## config.mk

```make
export PLATFORM = sky130hd
export DESIGN_NAME = square_channel_with_sweep_flat
export DESIGN_NICKNAME = d
export VERILOG_FILES = /design/src/sv/sqch_pkg.sv /design/src/sv/sqch_if.sv /design/src/sv/sqch_regs.sv /design/src/sv/sqch_wave.sv /design/src/sv/square_channel_with_sweep.sv /design/src/flat_wrapper.sv
export SDC_FILE = /design/constraint.sdc
export NUM_CORES = 1
export LEC_CHECK = 0
export ABC_AREA = 1
export BUFFER_PORTS_ARGS = -buffer_cell sky130_fd_sc_hd__clkbuf_2
export CORE_ASPECT_RATIO = 2
export CORE_UTILIZATION = 46
export CTS_BUF_LIST = sky130_fd_sc_hd__clkbuf_4 sky130_fd_sc_hd__clkbuf_8 sky130_fd_sc_hd__clkbuf_16
export DETAILED_ROUTE_END_ITERATION = 10
export GPL_TIMING_DRIVEN = 0
export PLACE_DENSITY = 0.73
export SYNTH_ARGS = -nofsm -noshare
export SYNTH_HDL_FRONTEND = slang
export SYNTH_HIERARCHICAL = 1
export SYNTH_SLANG_ARGS = --single-unit
export TNS_END_PERCENT = 20
```

## constraint.sdc

```tcl
create_clock -name clk -period 7.7 [get_ports clk]
set_input_delay 1.54 -clock clk [delete_from_list [all_inputs] [get_ports clk]]
set_output_delay 1.54 -clock clk [all_outputs]
set_load 0.05 [all_outputs]
```

## src/sv/sqch_pkg.sv

```systemverilog
// shared types, codes and tables for the square channel with sweep
`default_nettype none

package sqch_pkg;

    typedef enum logic [1:0] {
        MODE_WRITE = 2'd0,
        MODE_READ  = 2'd1,
        MODE_SWEEP = 2'd2,
        MODE_CLOCK = 2'd3
    } mode_t;

    localparam logic [2:0] REG_SWEEP       = 3'd0;
    localparam logic [2:0] REG_DUTY_LENGTH = 3'd1;
    localparam logic [2:0] REG_VOLUME      = 3'd2;
    localparam logic [2:0] REG_PERIOD_LOW  = 3'd3;
    localparam logic [2:0] REG_PERIOD_HIGH = 3'd4;

    localparam logic [7:0] READ_UNMAPPED = 8'hff;

    // settings the waveform generator takes from the register block
    typedef struct packed {
        logic [10:0] period;
        logic [1:0]  duty;
        logic [3:0]  level;
    } wave_ctrl_t;

    function automatic logic [7:0] duty_pattern(input logic [1:0] sel);
        logic [7:0] pat;
        case (sel)
            2'd0:    pat = 8'h80;
            2'd1:    pat = 8'h81;
            2'd2:    pat = 8'he1;
            default: pat = 8'h7e;
        endcase
        return pat;
    endfunction

endpackage

`default_nettype wire

```

## src/sv/sqch_if.sv

```systemverilog
// beat interfaces for the command and response channels
`default_nettype none

interface sqch_cmd_if;
    logic       valid;
    logic       ready;
    logic [1:0] mode;
    logic [2:0] reg_index;
    logic [7:0] write_data;

    modport source (output valid, output mode, output reg_index, output write_data,
                    input ready);
    modport sink   (input valid, input mode, input reg_index, input write_data,
                    output ready);
endinterface

interface sqch_rsp_if;
    logic       valid;
    logic       ready;
    logic [7:0] read_data;
    logic       channel_on;
    logic       dac_on;
    logic [3:0] sample_out;

    modport source (output valid, output read_data, output channel_on, output dac_on,
                    output sample_out, input ready);
    modport sink   (input valid, input read_data, input channel_on, input dac_on,
                    input sample_out, output ready);
endinterface

`default_nettype wire

```

## src/sv/sqch_regs.sv

```systemverilog
// register file, trigger logic and frequency sweep unit
`default_nettype none

module sqch_regs (
    input  wire logic                clk,
    input  wire logic                rst_n,
    input  wire logic                accept,
    input  wire sqch_pkg::mode_t     mode,
    input  wire logic [2:0]          reg_index,
    input  wire logic [7:0]          write_data,
    output sqch_pkg::wave_ctrl_t     ctrl,
    output logic [7:0]               read_value,
    output logic                     active,
    output logic                     dac
);

    logic [7:0] sweep_reg, sweep_next;
    logic [7:0] duty_length_reg, duty_length_next;
    logic [7:0] volume_reg, volume_next;
    logic [7:0] period_low_reg, period_low_next;
    logic [7:0] period_high_reg, period_high_next;
    logic [3:0] level_reg, level_next;
    logic [2:0] sweep_count_reg, sweep_count_next;
    logic       active_reg, active_next;
    logic       dac_reg, dac_next;

    logic [10:0] period;
    logic [10:0] diff;
    logic [11:0] swept;
    logic [2:0]  count_loaded;
    logic [2:0]  count_dec;

    assign period = {period_high_reg[2:0], period_low_reg};
    assign diff   = period >> sweep_reg[2:0];
    // subtracting never wraps since diff never exceeds period
    assign swept  = sweep_reg[3] ? ({1'b0, period} - {1'b0, diff})
                                 : ({1'b0, period} + {1'b0, diff});
    assign count_loaded = (sweep_count_reg == 3'd0) ? sweep_reg[6:4] : sweep_count_reg;
    assign count_dec    = count_loaded - 3'd1;

    always_comb
    begin
        sweep_next       = sweep_reg;
        duty_length_next = duty_length_reg;
        volume_next      = volume_reg;
        period_low_next  = period_low_reg;
        period_high_next = period_high_reg;
        level_next       = level_reg;
        sweep_count_next = sweep_count_reg;
        active_next      = active_reg;
        dac_next         = dac_reg;
        if (accept)
        begin
            unique case (mode)
                sqch_pkg::MODE_WRITE:
                begin
                    unique case (reg_index)
                        sqch_pkg::REG_SWEEP:       sweep_next = write_data;
                        sqch_pkg::REG_DUTY_LENGTH: duty_length_next = write_data;
                        sqch_pkg::REG_VOLUME:
                        begin
                            volume_next = write_data;
                            level_next  = write_data[7:4];
                            dac_next    = |write_data[7:3];
                            if (!(|write_data[7:3]))
                            begin
                                active_next = 1'b0;
                            end
                        end
                        sqch_pkg::REG_PERIOD_LOW:  period_low_next = write_data;
                        sqch_pkg::REG_PERIOD_HIGH:
                        begin
                            period_high_next = write_data;
                            if (write_data[7])
                            begin
                                if (dac_reg)
                                begin
                                    active_next = 1'b1;
                                end
                                sweep_count_next = sweep_reg[6:4];
                            end
                        end
                        default: ;
                    endcase
                end
                sqch_pkg::MODE_SWEEP:
                begin
                    sweep_count_next = count_loaded;
                    if (swept[11])
                    begin
                        active_next = 1'b0;
                    end
                    if (count_loaded != 3'd0)
                    begin
                        sweep_count_next = count_dec;
                        // write-back keeps only eleven bits of the swept period
                        if (count_dec == 3'd0)
                        begin
                            period_low_next  = swept[7:0];
                            period_high_next = {period_high_reg[7:3], swept[10:8]};
                        end
                    end
                end
                default: ;
            endcase
        end
    end

    always_ff @(posedge clk or negedge rst_n)
    begin
        if (!rst_n)
        begin
            sweep_reg       <= '0;
            duty_length_reg <= '0;
            volume_reg      <= '0;
            period_low_reg  <= '0;
            period_high_reg <= '0;
            level_reg       <= '0;
            sweep_count_reg <= '0;
            active_reg      <= 1'b0;
            dac_reg         <= 1'b0;
        end
        else
        begin
            sweep_reg       <= sweep_next;
            duty_length_reg <= duty_length_next;
            volume_reg      <= volume_next;
            period_low_reg  <= period_low_next;
            period_high_reg <= period_high_next;
            level_reg       <= level_next;
            sweep_count_reg <= sweep_count_next;
            active_reg      <= active_next;
            dac_reg         <= dac_next;
        end
    end

    always_comb
    begin
        unique case (reg_index)
            sqch_pkg::REG_SWEEP:       read_value = sweep_reg;
            sqch_pkg::REG_DUTY_LENGTH: read_value = duty_length_reg;
            sqch_pkg::REG_VOLUME:      read_value = volume_reg;
            sqch_pkg::REG_PERIOD_HIGH: read_value = period_high_reg;
            default:                   read_value = sqch_pkg::READ_UNMAPPED;
        endcase
    end

    assign ctrl.period = period;
    assign ctrl.duty   = duty_length_reg[7:6];
    assign ctrl.level  = level_reg;
    assign active      = active_reg;
    assign dac         = dac_reg;

endmodule

`default_nettype wire

```

## src/sv/sqch_wave.sv

```systemverilog
// prescaler, period counter and duty sequencer
`default_nettype none

module sqch_wave #(
    parameter int PRESCALE = 4
) (
    input  wire logic                 clk,
    input  wire logic                 rst_n,
    input  wire logic                 tick,
    input  wire sqch_pkg::wave_ctrl_t ctrl,
    output logic [3:0]                sample
);

    localparam int PW = $clog2(PRESCALE + 1);

    logic [PW-1:0] prescale_reg, prescale_next;
    logic [PW-1:0] prescale_inc;
    logic [10:0]   period_count_reg, period_count_next;
    logic [11:0]   period_inc;
    logic [2:0]    duty_step_reg, duty_step_next;
    logic [3:0]    sample_reg, sample_next;
    logic [7:0]    pattern;

    assign prescale_inc = prescale_reg + PW'(1);
    assign period_inc   = {1'b0, period_count_reg} + 12'd1;
    assign pattern      = sqch_pkg::duty_pattern(ctrl.duty);

    always_comb
    begin
        prescale_next     = prescale_reg;
        period_count_next = period_count_reg;
        duty_step_next    = duty_step_reg;
        sample_next       = sample_reg;
        if (tick)
        begin
            prescale_next = prescale_inc;
            // the sequencer steps on the first prescaler count of a matching period
            if (prescale_inc == PW'(1) && period_count_reg == ctrl.period)
            begin
                sample_next    = pattern[duty_step_reg] ? ctrl.level : 4'd0;
                duty_step_next = duty_step_reg + 3'd1;
            end
            if (prescale_inc >= PW'(PRESCALE))
            begin
                prescale_next     = '0;
                period_count_next = period_inc[11] ? ctrl.period : period_inc[10:0];
            end
        end
    end

    always_ff @(posedge clk or negedge rst_n)
    begin
        if (!rst_n)
        begin
            prescale_reg     <= '0;
            period_count_reg <= '0;
            duty_step_reg    <= '0;
            sample_reg       <= '0;
        end
        else
        begin
            prescale_reg     <= prescale_next;
            period_count_reg <= period_count_next;
            duty_step_reg    <= duty_step_next;
            sample_reg       <= sample_next;
        end
    end

    assign sample = sample_reg;

endmodule

`default_nettype wire

```

## src/sv/square_channel_with_sweep.sv

```systemverilog
// top level of the square channel with sweep
`default_nettype none

// Pulse channel with frequency sweep. Every command beat (register write,
// register read, sweep tick or clock tick) yields exactly one response beat.
// A command is taken in every cycle while the response register is empty or
// being drained, so the sustained rate is one beat per clock; the response
// appears in the cycle after its command is taken. The whole update of the
// channel state is registered together with the response, and the channel
// flags and sample in the response are the state left by the command.
// read_data is zero on everything but reads. PRESCALE sets how many clock
// ticks make one step of the period counter.
module square_channel_with_sweep #(
    parameter int PRESCALE = 4
) (
    input  wire logic  clk,
    input  wire logic  rst_n,
    sqch_cmd_if.sink   cmd,
    sqch_rsp_if.source rsp
);

    logic                 accept;
    sqch_pkg::mode_t      mode;
    sqch_pkg::wave_ctrl_t ctrl;
    logic [7:0]           read_value;
    logic                 active;
    logic                 dac;
    logic [3:0]           sample;
    logic                 valid_reg, valid_next;
    logic [7:0]           read_data_reg;

    assign mode      = sqch_pkg::mode_t'(cmd.mode);
    assign cmd.ready = !valid_reg || rsp.ready;
    assign accept    = cmd.valid && cmd.ready;

    sqch_regs u_regs (
        .clk        (clk),
        .rst_n      (rst_n),
        .accept     (accept),
        .mode       (mode),
        .reg_index  (cmd.reg_index),
        .write_data (cmd.write_data),
        .ctrl       (ctrl),
        .read_value (read_value),
        .active     (active),
        .dac        (dac)
    );

    sqch_wave #(
        .PRESCALE (PRESCALE)
    ) u_wave (
        .clk    (clk),
        .rst_n  (rst_n),
        .tick   (accept && mode == sqch_pkg::MODE_CLOCK),
        .ctrl   (ctrl),
        .sample (sample)
    );

    always_comb
    begin
        valid_next = valid_reg;
        if (accept)
        begin
            valid_next = 1'b1;
        end
        else if (rsp.ready)
        begin
            valid_next = 1'b0;
        end
    end

    always_ff @(posedge clk or negedge rst_n)
    begin
        if (!rst_n)
        begin
            valid_reg <= 1'b0;
        end
        else
        begin
            valid_reg <= valid_next;
        end
    end

    always_ff @(posedge clk)
    begin
        if (accept)
        begin
            read_data_reg <= (mode == sqch_pkg::MODE_READ) ? read_value : 8'd0;
        end
    end

    // state only moves when a new beat is taken, which reloads the response too
    assign rsp.valid      = valid_reg;
    assign rsp.read_data  = read_data_reg;
    assign rsp.channel_on = active;
    assign rsp.dac_on     = dac;
    assign rsp.sample_out = sample;

endmodule

`default_nettype wire

```

## src/flat_wrapper.sv

```systemverilog
// flat-port wrapper written by rule: the top's interface ports become plain ports
module square_channel_with_sweep_flat 
#(
    parameter int PRESCALE = 4
)
  (clk, rst_n, cmd_valid, cmd_mode, cmd_reg_index, cmd_write_data, cmd_ready, rsp_valid, rsp_read_data, rsp_channel_on, rsp_dac_on, rsp_sample_out, rsp_ready);
  sqch_cmd_if cmd_i ();
  sqch_rsp_if rsp_i ();
  input  wire logic clk;
  input  wire logic rst_n;
  input wire logic [$bits(cmd_i.valid)-1:0] cmd_valid;
  input wire logic [$bits(cmd_i.mode)-1:0] cmd_mode;
  input wire logic [$bits(cmd_i.reg_index)-1:0] cmd_reg_index;
  input wire logic [$bits(cmd_i.write_data)-1:0] cmd_write_data;
  output wire logic [$bits(cmd_i.ready)-1:0] cmd_ready;
  output wire logic [$bits(rsp_i.valid)-1:0] rsp_valid;
  output wire logic [$bits(rsp_i.read_data)-1:0] rsp_read_data;
  output wire logic [$bits(rsp_i.channel_on)-1:0] rsp_channel_on;
  output wire logic [$bits(rsp_i.dac_on)-1:0] rsp_dac_on;
  output wire logic [$bits(rsp_i.sample_out)-1:0] rsp_sample_out;
  input wire logic [$bits(rsp_i.ready)-1:0] rsp_ready;
  assign cmd_i.valid = cmd_valid;
  assign cmd_i.mode = cmd_mode;
  assign cmd_i.reg_index = cmd_reg_index;
  assign cmd_i.write_data = cmd_write_data;
  assign cmd_ready = cmd_i.ready;
  assign rsp_valid = rsp_i.valid;
  assign rsp_read_data = rsp_i.read_data;
  assign rsp_channel_on = rsp_i.channel_on;
  assign rsp_dac_on = rsp_i.dac_on;
  assign rsp_sample_out = rsp_i.sample_out;
  assign rsp_i.ready = rsp_ready;
  square_channel_with_sweep #(.PRESCALE(PRESCALE)) u_core (.clk(clk), .rst_n(rst_n), .cmd(cmd_i), .rsp(rsp_i));
endmodule
```

### Word level (Yosys, flattened, before mapping)

Cells that the tools add are included.

| storage, ports and cells | value |
|---|---|
| input bits | 17 |
| bits in registers | 79 |

| operators by class | value |
|---|---|
| reductions and logical operators | 24 |
| $add $sub $neg | 6 |
| magnitude comparators | 2 |
| muxes and demuxes | 29 |
| shift operators | 1 |
| bitwise operators | 1 |
| equal/unequal tests | 21 |

Operators by type and width:

| cell | number |
|---|---|
| $mux 8 | 4 |
| $pmux 8 s2 | 2 |
| $pmux 8 s4 | 1 |
| $pmux 8 s3 | 1 |
| $mux 3 | 7 |
| $add 11x1->12 const B | 1 |
| $add 11x11->12 | 1 |
| $mux 12 | 1 |
| $ne 3x3->1 const B | 4 |
| $sub 11x11->12 | 1 |
| $eq 11x11->1 | 1 |
| $mux 11 | 1 |
| $shr 11x3->11 | 1 |
| $ne 2x2->1 const B | 5 |
| $reduce_and 5->1 | 2 |
| $logic_not 3->1 | 3 |
| $reduce_and 3->1 | 3 |
| $reduce_and 4->1 | 2 |
| $mux 1 | 7 |
| $reduce_and 7->1 | 1 |
| $add 3x1->3 const B | 2 |
| $eq 2x2->1 const B | 3 |
| $eq 3x1->1 const B | 2 |
| $eq 3x2->1 const B | 2 |
| 19 further kinds | 26 |

### Depth between registers and ports, before layout

| depth | value |
|---|---|
| depth after elaboration | 7 |
| gate-level depth with buffers | 26 |

### By module

The synthesis kept the hierarchy.

Modules (own cells, without submodules):

| module | sequential area each (um2) | times used | cells each | area each (um2) |
|---|---|---|---|---|
| sqch_regs | 1126.1 | 1 | 497 | 3523.4 |
| sqch_wave | 525.5 | 1 | 233 | 1597.8 |
| square_channel_with_sweep | 265.3 | 1 | 34 | 369.1 |

### Least setup slack after synthesis

Ideal clock, no wire load.

| timing path | value |
|---|---|
| kind | input -> output |
| from | input rsp_ready |
| to | output cmd_ready |
| path slack | 4.367 ns |
| data required time | 6.160 ns |
| stages | 2 |
| buffers on the path | 0 |
| arrival | 1.793 ns |
| cell sequence | inv_1 > nand2_2 |

| on the way | value |
|---|---|
| cells in the longest elaborated chain, start to end | 1 |

Ends and longest elaborated chain:

| item | line | RTL |
|---|---|---|
| from (decl) | flat_wrapper.sv:21 | `input wire logic [$bits(rsp_i.ready)-1:0] rsp_ready;` |
| $logic_or 1x1->1 | square_channel_with_sweep.sv:33 | `assign cmd.ready = !valid_reg \|\| rsp.ready;` |
| to (decl) | flat_wrapper.sv:15 | `output wire logic [$bits(cmd_i.ready)-1:0] cmd_ready;` |

Every way passes these cells.

### Final worst setup path

| timing path | value |
|---|---|
| from | register u_core.u_regs.sweep_reg[1] |
| to | register u_core.u_regs.active_reg, in the netlist u_core/u_regs/active |

| on the way | value |
|---|---|
| cells in the longest elaborated chain, start to end | 5 |

Ends and longest elaborated chain:

| item | line | RTL |
|---|---|---|
| from (decl) | sqch_regs.sv:17 | `logic [7:0] sweep_reg, sweep_next;` |
| from (signal assigned) | sqch_regs.sv:125 | `sweep_reg <= sweep_next;` |
| $shr 11x3->11 * | sqch_regs.sv:34 | `assign diff = period >> sweep_reg[2:0];` |
| $add 11x11->12 / $sub 11x11->12 (equally long branches) | sqch_regs.sv:37, sqch_regs.sv:36 |  |
| $mux 12 * | sqch_regs.sv:36 | `assign swept = sweep_reg[3] ? ({1'b0, period} - {1'b0, diff})` |
| $ne 2x2->1 (no line) * | -- |  |
| $reduce_and 7->1 (no line) * | -- |  |
| to (signal assigned) | sqch_regs.sv:132 | `active_reg <= active_next;` |
| to (decl) | sqch_regs.sv:24 | `logic active_reg, active_next;` |

Mark *: on every way between the ends. The rest lies on a longest branch, timed or not.
A chain may end at the register's enable or synchronous reset.

==> impl_metrics.ini <==
[final_layout]
stdcell_area_um2 = 6210
drive_gt1_share_pct = 17.6
fillCellCount = 1142
regArea_um2 = 1920
finalNetCount = 848
multiInputGateArea_um2 = 3010
largest_register_ffs = 11
antenna_cells = 0
syn_to_final_growth_pct = 13.1

[logic_synthesis]
syn-num-nets = 804
synth_edf_count = 8
synth_flop_cell = dfrtp_1
postSynthAreaPerCell_um2 = 7.19
yosysTopAreaCell = dfrtp_1
yosysWarningCount = 6
synthesis.area_um2 = 5490
netlist_top_cells_count = nand2_1, inv_1, dfrtp_1, nor2_1, nand3_1
synth_top_area_share_pct = 30.5
synthArstFlopShare_pct = 89.3
synthTopCellsByArea = dfrtp_1, nand2_1, inv_1
ys_ff_latch = 75
yosysMostFrequentCell = nand2_1
netlist_instances = 764
yosysSeqAreaShare_pct = 34.9
ys_types = 45

[clock_tree]
cts-hold-fix-buffers = 0
clock_latency_ns = 0.34
cts_root_buf = clkbuf_16
path_clk_slew_ns = 0.06
cts_resized = 0
clk_path_buf_depth = 2
cts_buffers = 9
post_cts_buffers = 0
cts_tree = yes
h-tree-depth = 3
cts_sinks = 75

[timing]
tightest_slew_ns = 0.888
rsz0062_at_grt = false
final-hold-violation-count = 0
finalCriticalPeriod_ns = 3.56
period_share_pct = 46.2
slew_violations = 0
setup_viol = 0
relSlewSlack_pct = 40.3
setup-tns-final_ns = 0
timing.fmax_mhz = 281
fin_skew_ns = 0.00695

[floorplanning]
die_width_um = 79.3
die_y_um = 157
core_area_um2 = 11700
io_pins = 33
initial_core_util_pct = 46.9
row_count = 56
die-area_um2 = 12400

[critical_path]
cp.required_ns = 7.93
crit_arrival_ns = 3.78
r2r_start = u_core/u_regs/sweep_reg[1]
crit_family = simple AND/OR/NAND/NOR gates
cp-end-kind = flip-flop
reg2reg_slack_ns = 4.14
critical-path-max-stage-delay_ns = 0.44
worstReg2RegEnd = u_core/u_regs/active
path_buf_inv = 5
critPathMaxFanout = 10
startpoint = u_core/u_regs/sweep_reg[1]
worstSetupPathType = reg2reg
cp_slowest_cell = dfrtp_1
reg2reg_depth = 24
cp_cell_sequence = inv_1, buf_2, nand3_1, nand3_1, o21ai_2, inv_1, ha_1, nand2_2, nor2_4, nand3_2, o21ai_2, xor2_1, inv_1, ha_1, a21oi_1, o21bai_1, a21oi_1, nand2_1, inv_1, nand3_2, nand3_1, nand2_1, nand2_1, nand2_1
startpoint_type = flip-flop

[grt]
grt_max_degree = 61
grt_pass1_vias = 5185
grt_overflow = 0
grtUsageTotal_pct = 26.0
grt_pass1_wl_um = 24200
antenna_found_initial = 0

[routing]
via_per_inst = 5.42
dr.pass1.iters = 5
wire_per_inst_um = 15.8
drc_errors = 0
drt-total-wl_um = 15200
ant_nets = 0
drt-initial-drc-count = 296
via_count = 5196

[placed_design]
place_congestion = 0.896
io_buffer_count = 32
place_area_um2 = 5860
hpwl_um = 11700

[min_path]
hold_depth = 2
hold_class = reg2reg
min_from = u_core/u_wave/sample[1]
min_to = u_core/u_wave/sample[1]

[power]
leakagePower_nw = 3.13
ir_worst_vdd_v = 0.000189
powerDensity_nw_per_um2 = 348

[status]
status = finished, final reports clean

[flow_run]
max_cap_violations = 0
-- metrics by stage --
step                      cells  util, %  setup slack [ns]  hold WS [ns]  power, mW
after floorplan             764        -              4.37         0.453       1.40
after global placement      941     49.8              4.17         0.465       1.63
after detailed placement    942     50.1              4.15         0.466       1.65
after CTS                   958     53.0              4.14         0.482       2.15
after global routing        958     53.0              3.89         0.507       2.32
final                       958     53.0              4.14         0.481       2.16
-- power by group --
part / switching [mW] / internal (mW) / leakage [nW] / total (mW)
registers: 0.116 / 0.483 / 0.930 / 0.599
logic: 0.681 / 0.387 / 2.03 / 1.07
clock network: 0.171 / 0.321 / 0.170 / 0.492
-- area by class of cell --
class,count,area share [%]
Clock inverter,6,1.81
Timing Repair Buffer,33,3.06
Buffer,23,2.40
Tap cell,145,2.92
Clock buffer,10,3.75
Multi-Input combinational cell,555,48.5
Inverter,111,6.71
Sequential cell,75,30.9
-- kinds of logic after synthesis --
| group | share of synthesized area (%) |
|---|---|
| adder cells (fa/ha/maj) | 5.38 |
| XOR/XNOR | 2.07 |
| buffers and inverters | 10.3 |
| multiplexers | 0.615 |
| AND/OR/NAND/NOR | 32.9 |
| flip-flops | 34.9 |
| AO/OA/AOI/OAI | 13.8 |
-- metal layers --
layer | up-vias | wire length [um] | share of wire (%) | global-route usage (%)
li1 | 2550 | - | - | -
met1 | 2427 | 5320 | 35 | 24.8
met2 | 151 | 8290 | 55 | 48.3
met3 | 68 | 507 | 3.3 | 3.09
met4 | 0 | 1060 | 7.0 | 20.8
met5 | - | 0 | 0 | 0
-- cell usage in the layout, fill, tap and decap left out, drive strengths merged --
cell type	netlist	routed
clkbuf	4	46
ha	22	22
clkinv	3	5
or2	2	2
a2bb2oi	5	5
o21bai	3	3
o22ai	2	2
nand3	70	70
xor2	11	11
bufinv	0	3
a22oi	1	1
a31oi	2	2
a211oi	2	2
nand4	3	3
o31ai	2	2
o21ai	70	70
a21o	3	3
nor3	7	7
a21oi	25	25
a22o	1	1
dfrtp	67	67
xnor2	2	2
nand2	225	225
edfxtp	8	8
fa	1	1
mux2	3	3
a311oi	1	1
inv	108	109
o211ai	4	4
nor2	81	81
a221oi	7	7
buf	19	20
-- worst max-delay path by stage --
stage	end	slack (ns)	cells past startpoint
2_1_floorplan	cmd_ready	4.37	2
3_3_place_gp	cmd_ready	4.17	4
3_5_place_dp	cmd_ready	4.15	4
4_1_cts	cmd_ready	4.14	4
5_1_grt	u_core/u_regs/active	3.89	24
6_report	u_core/u_regs/active	4.14	24
-- worst reg2reg max path, cell delays in order, from the launching register on --
cell	delay (ns)
dfrtp_1	0.44
inv_1	0.14
buf_2	0.28
nand3_1	0.16
nand3_1	0.13
o21ai_2	0.11
inv_1	0.07
ha_1	0.17
nand2_2	0.08
nor2_4	0.11
nand3_2	0.12
o21ai_2	0.14
xor2_1	0.15
inv_1	0.06
ha_1	0.33
a21oi_1	0.27
o21bai_1	0.10
a21oi_1	0.15
nand2_1	0.09
inv_1	0.07
nand3_2	0.06
nand3_1	0.08
nand2_1	0.05
nand2_1	0.07
nand2_1	0.04
No activity file was read; power rests on OpenSTA's default activity.
